<file path="config.mk">
export PLATFORM = sky130hd
export DESIGN_NAME = afa_ctrl
export DESIGN_NICKNAME = d
export VERILOG_FILES = /design/src/afa_pkg.sv /design/src/afa_ctrl.sv
export SDC_FILE = /design/constraint.sdc
export NUM_CORES = 1
export LEC_CHECK = 0
export ABC_AREA = 1
export BUFFER_PORTS_ARGS = -buffer_cell sky130_fd_sc_hd__clkbuf_2
export CORE_MARGIN = 2
export CORE_UTILIZATION = 43
export DETAILED_ROUTE_END_ITERATION = 12
export GPL_ROUTABILITY_DRIVEN = 0
export PLACE_DENSITY_LB_ADDON = 0.05
export SYNTH_ARGS = -nofsm -noshare
export SYNTH_HDL_FRONTEND = slang
export SYNTH_SLANG_ARGS = --single-unit
</file>
<file path="constraint.sdc">
create_clock -name i_clk -period 1.9 [get_ports i_clk]
set_input_delay 0.38 -clock i_clk [delete_from_list [all_inputs] [get_ports i_clk]]
set_output_delay 0.38 -clock i_clk [all_outputs]
set_load 0.005 [all_outputs]
</file>
<file path="src/afa_pkg.sv">
`default_nettype none
package afa_pkg;
    localparam int MAX_REGIONS = 32;
    localparam int IDX_W = $clog2(MAX_REGIONS);
    localparam int CNT_W = IDX_W + 1;
    localparam int DVD_W = 34;

    localparam logic [31:0] CHUNK_RESET = 32'd65536;
    localparam logic [31:0] CAP_LIMIT = 32'hFFFF_FFFF;

    localparam logic [1:0] KIND_ALLOC = 2'd0;
    localparam logic [1:0] KIND_FREE  = 2'd1;
    localparam logic [1:0] KIND_RESET = 2'd2;

    localparam logic [2:0] ST_OK    = 3'd0;
    localparam logic [2:0] ST_ZERO  = 3'd1;
    localparam logic [2:0] ST_NOFIT = 3'd2;
    localparam logic [2:0] ST_INV   = 3'd3;
    localparam logic [2:0] ST_FULL  = 3'd4;
    localparam logic [2:0] ST_CAP   = 3'd5;

    localparam logic [1:0] DIV_SIZE = 2'd0;
    localparam logic [1:0] DIV_PAD  = 2'd1;
    localparam logic [1:0] DIV_GROW = 2'd2;

    typedef struct packed {
        logic       load_item;
        logic       set_status;
        logic [2:0] status;
        logic       div_start;
        logic [1:0] div_sel;
        logic       set_asz;
        logic       scan_clr;
        logic       scan_next;
        logic       set_pad;
        logic       fit_apply;
        logic       set_add;
        logic       ins_init;
        logic       ins_wmode;
        logic       ins_step;
        logic       ins_commit;
        logic       grow_apply;
        logic       free_apply;
        logic       reset_apply;
        logic       out_load;
    } t_cmd;

    typedef struct packed {
        logic [1:0]       kind;
        logic             size_zero;
        logic             auto_grow;
        logic             retried;
        logic             free_bad;
        logic             div_done;
        logic             scan_end;
        logic             fits;
        logic             exact;
        logic             cap_over;
        logic             ins_done;
        logic             ins_over;
        logic             out_free;
        logic [CNT_W-1:0] count;
    } t_sts;
endpackage
`default_nettype wire

</file>
<file path="src/afa_ctrl.sv">
`default_nettype none
module afa_ctrl (
    input  wire logic          i_clk,
    input  wire logic          i_rst_n,
    input  wire logic          i_valid,
    input  wire afa_pkg::t_sts i_sts,
    output logic               o_ready,
    output afa_pkg::t_cmd      o_cmd
);
    localparam logic [3:0] S_IDLE  = 4'd0;
    localparam logic [3:0] S_DEC   = 4'd1;
    localparam logic [3:0] S_WASZ  = 4'd2;
    localparam logic [3:0] S_SCAN  = 4'd3;
    localparam logic [3:0] S_WPAD  = 4'd4;
    localparam logic [3:0] S_CHECK = 4'd5;
    localparam logic [3:0] S_MISS  = 4'd6;
    localparam logic [3:0] S_WADD  = 4'd7;
    localparam logic [3:0] S_GROW  = 4'd8;
    localparam logic [3:0] S_CNT   = 4'd9;
    localparam logic [3:0] S_WR    = 4'd10;
    localparam logic [3:0] S_FIN   = 4'd11;

    logic [3:0] r_state;
    logic [3:0] n_state;

    always_ff @(posedge i_clk) begin
        if (!i_rst_n) begin
            r_state <= S_IDLE;
        end else begin
            r_state <= n_state;
        end
    end

    always_comb begin
        n_state = r_state;
        o_cmd   = '0;
        case (r_state)
            S_IDLE: begin
                if (i_valid) begin
                    o_cmd.load_item = 1'b1;
                    n_state = S_DEC;
                end
            end
            S_DEC: begin
                case (i_sts.kind)
                    afa_pkg::KIND_ALLOC: begin
                        if (i_sts.size_zero) begin
                            o_cmd.set_status = 1'b1;
                            o_cmd.status = afa_pkg::ST_ZERO;
                            n_state = S_FIN;
                        end else begin
                            o_cmd.div_start = 1'b1;
                            o_cmd.div_sel = afa_pkg::DIV_SIZE;
                            n_state = S_WASZ;
                        end
                    end
                    afa_pkg::KIND_FREE: begin
                        if (i_sts.free_bad) begin
                            o_cmd.set_status = 1'b1;
                            o_cmd.status = afa_pkg::ST_INV;
                            n_state = S_FIN;
                        end else begin
                            o_cmd.ins_init = 1'b1;
                            n_state = S_CNT;
                        end
                    end
                    afa_pkg::KIND_RESET: begin
                        o_cmd.reset_apply = 1'b1;
                        n_state = S_FIN;
                    end
                    default: n_state = S_FIN;
                endcase
            end
            S_WASZ: begin
                if (i_sts.div_done) begin
                    o_cmd.set_asz = 1'b1;
                    o_cmd.scan_clr = 1'b1;
                    n_state = S_SCAN;
                end
            end
            S_SCAN: begin
                if (i_sts.scan_end) begin
                    n_state = S_MISS;
                end else begin
                    o_cmd.div_start = 1'b1;
                    o_cmd.div_sel = afa_pkg::DIV_PAD;
                    n_state = S_WPAD;
                end
            end
            S_WPAD: begin
                if (i_sts.div_done) begin
                    o_cmd.set_pad = 1'b1;
                    n_state = S_CHECK;
                end
            end
            S_CHECK: begin
                if (i_sts.fits) begin
                    o_cmd.fit_apply = 1'b1;
                    n_state = S_FIN;
                end else begin
                    o_cmd.scan_next = 1'b1;
                    n_state = S_SCAN;
                end
            end
            S_MISS: begin
                if (!i_sts.auto_grow || i_sts.retried) begin
                    o_cmd.set_status = 1'b1;
                    o_cmd.status = afa_pkg::ST_NOFIT;
                    n_state = S_FIN;
                end else begin
                    o_cmd.div_start = 1'b1;
                    o_cmd.div_sel = afa_pkg::DIV_GROW;
                    n_state = S_WADD;
                end
            end
            S_WADD: begin
                if (i_sts.div_done) begin
                    o_cmd.set_add = 1'b1;
                    n_state = S_GROW;
                end
            end
            S_GROW: begin
                if (i_sts.cap_over) begin
                    o_cmd.set_status = 1'b1;
                    o_cmd.status = afa_pkg::ST_CAP;
                    n_state = S_FIN;
                end else begin
                    o_cmd.ins_init = 1'b1;
                    n_state = S_CNT;
                end
            end
            S_CNT: begin
                if (!i_sts.ins_done) begin
                    o_cmd.ins_step = 1'b1;
                end else if (i_sts.ins_over) begin
                    o_cmd.set_status = 1'b1;
                    o_cmd.status = afa_pkg::ST_FULL;
                    n_state = S_FIN;
                end else begin
                    o_cmd.ins_init = 1'b1;
                    o_cmd.ins_wmode = 1'b1;
                    n_state = S_WR;
                end
            end
            S_WR: begin
                if (!i_sts.ins_done) begin
                    o_cmd.ins_step = 1'b1;
                end else begin
                    o_cmd.ins_commit = 1'b1;
                    if (i_sts.kind == afa_pkg::KIND_ALLOC) begin
                        o_cmd.grow_apply = 1'b1;
                        o_cmd.scan_clr = 1'b1;
                        n_state = S_SCAN;
                    end else begin
                        o_cmd.free_apply = 1'b1;
                        n_state = S_FIN;
                    end
                end
            end
            S_FIN: begin
                if (i_sts.out_free) begin
                    o_cmd.out_load = 1'b1;
                    n_state = S_IDLE;
                end
            end
            default: n_state = S_IDLE;
        endcase
    end

    assign o_ready = (r_state == S_IDLE);
endmodule
`default_nettype wire

</file>
==> metrics.txt <==
start of the worst register-to-register path=r_state[1]; hold depth=3; synthesis warning total=0; Fin. Hold Viols=0; share of layout cells above drive strength 1=36.0%; RSZ-0062 raised after global routing=no; Crit Path Class=reg2out; cts bufs inserted=3; clk buf depth=2; Post-Syn Instances=134; Yosys cell types=17; first-pass GRT wire length=2970 um; Clk pin slew, worst setup/hold paths=0.03 ns; Seq/Total Area, Yosys=12.1%; Pleak=0.000597 uW; vias per cell=4.75; f_max=563 MHz; Slew Limit Fails=0; Vias=921; syn avg cell area=4.95 sq um; TNS Setup=0 ns; die width=43.3 um; max_cap viols=0; final worst path period need=1.78 ns; status=complete, no violations; Peak VDD IR=0.000663 V; period utilisation layout=93.5%; Final Skew=0.00303 ns; Pwr Total=914 uW; most frequent cells in the layout=clkbuf_2, nand2_1, nor2_1, inv_1, nand3_1; Skew-Pair Late Insertion Delay=0.23 ns; IO buf count=38; Starting Density=45.1%; #FFs+latches synth=4; die height=43.3 um; DIE AREA=0.00187 sq mm; antenna violations before repair=0; nets@finish=203; Worst-Margin Slew=0.318 ns; Total GRT Usage=20.3%; cells on worst reg2reg path=9; most common cell after layout, fill and taps aside=clkbuf_2; normalized max-slew margin=78.7%; Overflow after GRT=0; max reg flops=4; Core Region=0.00147 sq mm; Arr. time, crit path=1.40 ns; CP endpoint kind=output port; Largest regs=r_state (4); Critical Path RT=1.52 ns; Hold Startpoint=i_rst_n; post-DP HPWL=1580 um; Synth Net Count=157; CTS Hold Buffers Added=0; Layout Area Growth over Synthesis=42.5%; R2R setup slack=0.56 ns; setup violators final=0; DR pass1 iterations=4; Synth Cell Area=663 sq um; Initial DRC Count=10; largest net degree at the start of global routing=9; antenna-violating nets left=0; clk sink count=4; drt total wl=1820 um; Largest Register=r_state; IO Pins=46; Hold Path End=r_state[1]; ANT cells=0; clk root buf=clkbuf_4; row count=14; worst-path maximum fanout=5; element type at the critical path start=flip-flop; FF-to-FF End=r_state[3]; PwrDens=968 mW/mm^2; Worst Hold Class=in2reg; Avg WL per Cell=9.38 um; DRC viols=0; vias in the first global route=768; TritonCTS clock tree=done; H-tree level count=1
worst max path at each step:
stage	start	to	slack [ns]
after floorplan	r_state[1]	o_cmd[12]	0.41
after global placement	r_state[0]	o_cmd[7]	0.26
after detailed placement	r_state[1]	o_cmd[12]	0.22
after CTS	r_state[0]	o_cmd[7]	0.005
after global routing	r_state[1]	o_cmd[12]	0.009
final	r_state[1]	o_cmd[12]	0.12
worst max-delay path, cell delays in order, from the launching register on:
cell and delay [ns]:
dfxtp_2 0.38, inv_1 0.10, nor2_4 0.18, nand2_1 0.09, nor3_1 0.18, or2_2 0.14
clkbuf_2 0.10
cell usage after synthesis:
| master | n | share of area, % |
|---|---|---|
| nand2_1 | 37 | 21 |
| nor2_1 | 26 | 15 |
| inv_1 | 24 | 14 |
| nand3_1 | 13 | 9.8 |
| a21oi_1 | 5 | 3.8 |
| dfxtp_1 | 4 | 12 |
| nand2_2 | 4 | 3.8 |
| nor2_4 | 4 | 6.8 |
| nor3_1 | 4 | 3.0 |
| o21ai_0 | 3 | 2.3 |
| inv_2 | 2 | 1.1 |
| nand4_1 | 2 | 1.9 |
| nor2_2 | 2 | 1.9 |
| nand3_2 | 1 | 1.5 |
| o211ai_1 | 1 | 1.1 |
| o21ai_1 | 1 | 0.75 |
| or2_2 | 1 | 0.94 |
cell type report:
class / instances / area (sq um)
multi-input combinational: 104 / 495
timing repair buffer: 41 / 225
clock buffer: 3 / 22.5
tap: 16 / 20.0
inverter: 26 / 97.6
sequential: 4 / 83.8
fill: 158 / 527
routing by layer:
layer / routed length [um] / track usage [%]
met1: 881 / 28.8
met5: 0 / 0
met2: 821 / 31.6
met3: 95 / 3.83
met4: 21 / 4.24
report_power, final:
part           internal, uW  switching (uW)
Clock                  70.4            30.9
Combinational           253             391
Sequential              117            51.8
logic make-up after synthesis:
group	after synthesis	synth area share, %
DFF	4	12.1
and+or+nand+nor	94	65.3
buffers and inverters	26	14.7
AOI/OAI and AO/OA	10	7.92
metrics by stage:
| step | instances | hold WS (ns) | area, sq um | worst slack [ns] | util (%) |
|---|---|---|---|---|---|
| final | 194 | 0.422 | 945 | 0.124 | 64.2 |
| after global routing | 194 | 0.446 | 945 | 0.00875 | 64.2 |
| after CTS | 194 | 0.424 | 931 | 0.00540 | 63.3 |
| after detailed placement | 189 | 0.554 | 881 | 0.224 | 59.9 |
| after global placement | 189 | 0.545 | 881 | 0.259 | 59.9 |
| after floorplan | 134 | 0.514 | 663 | 0.410 | - |
repair_timing:
action | in CTS | in global routing
gates resized for setup | 0 | 6
setup buffers | 2 | 0
setup endpoints to repair | 1 | 9
pin swaps | 1 | 0
Power figures use the tool's default switching activity.
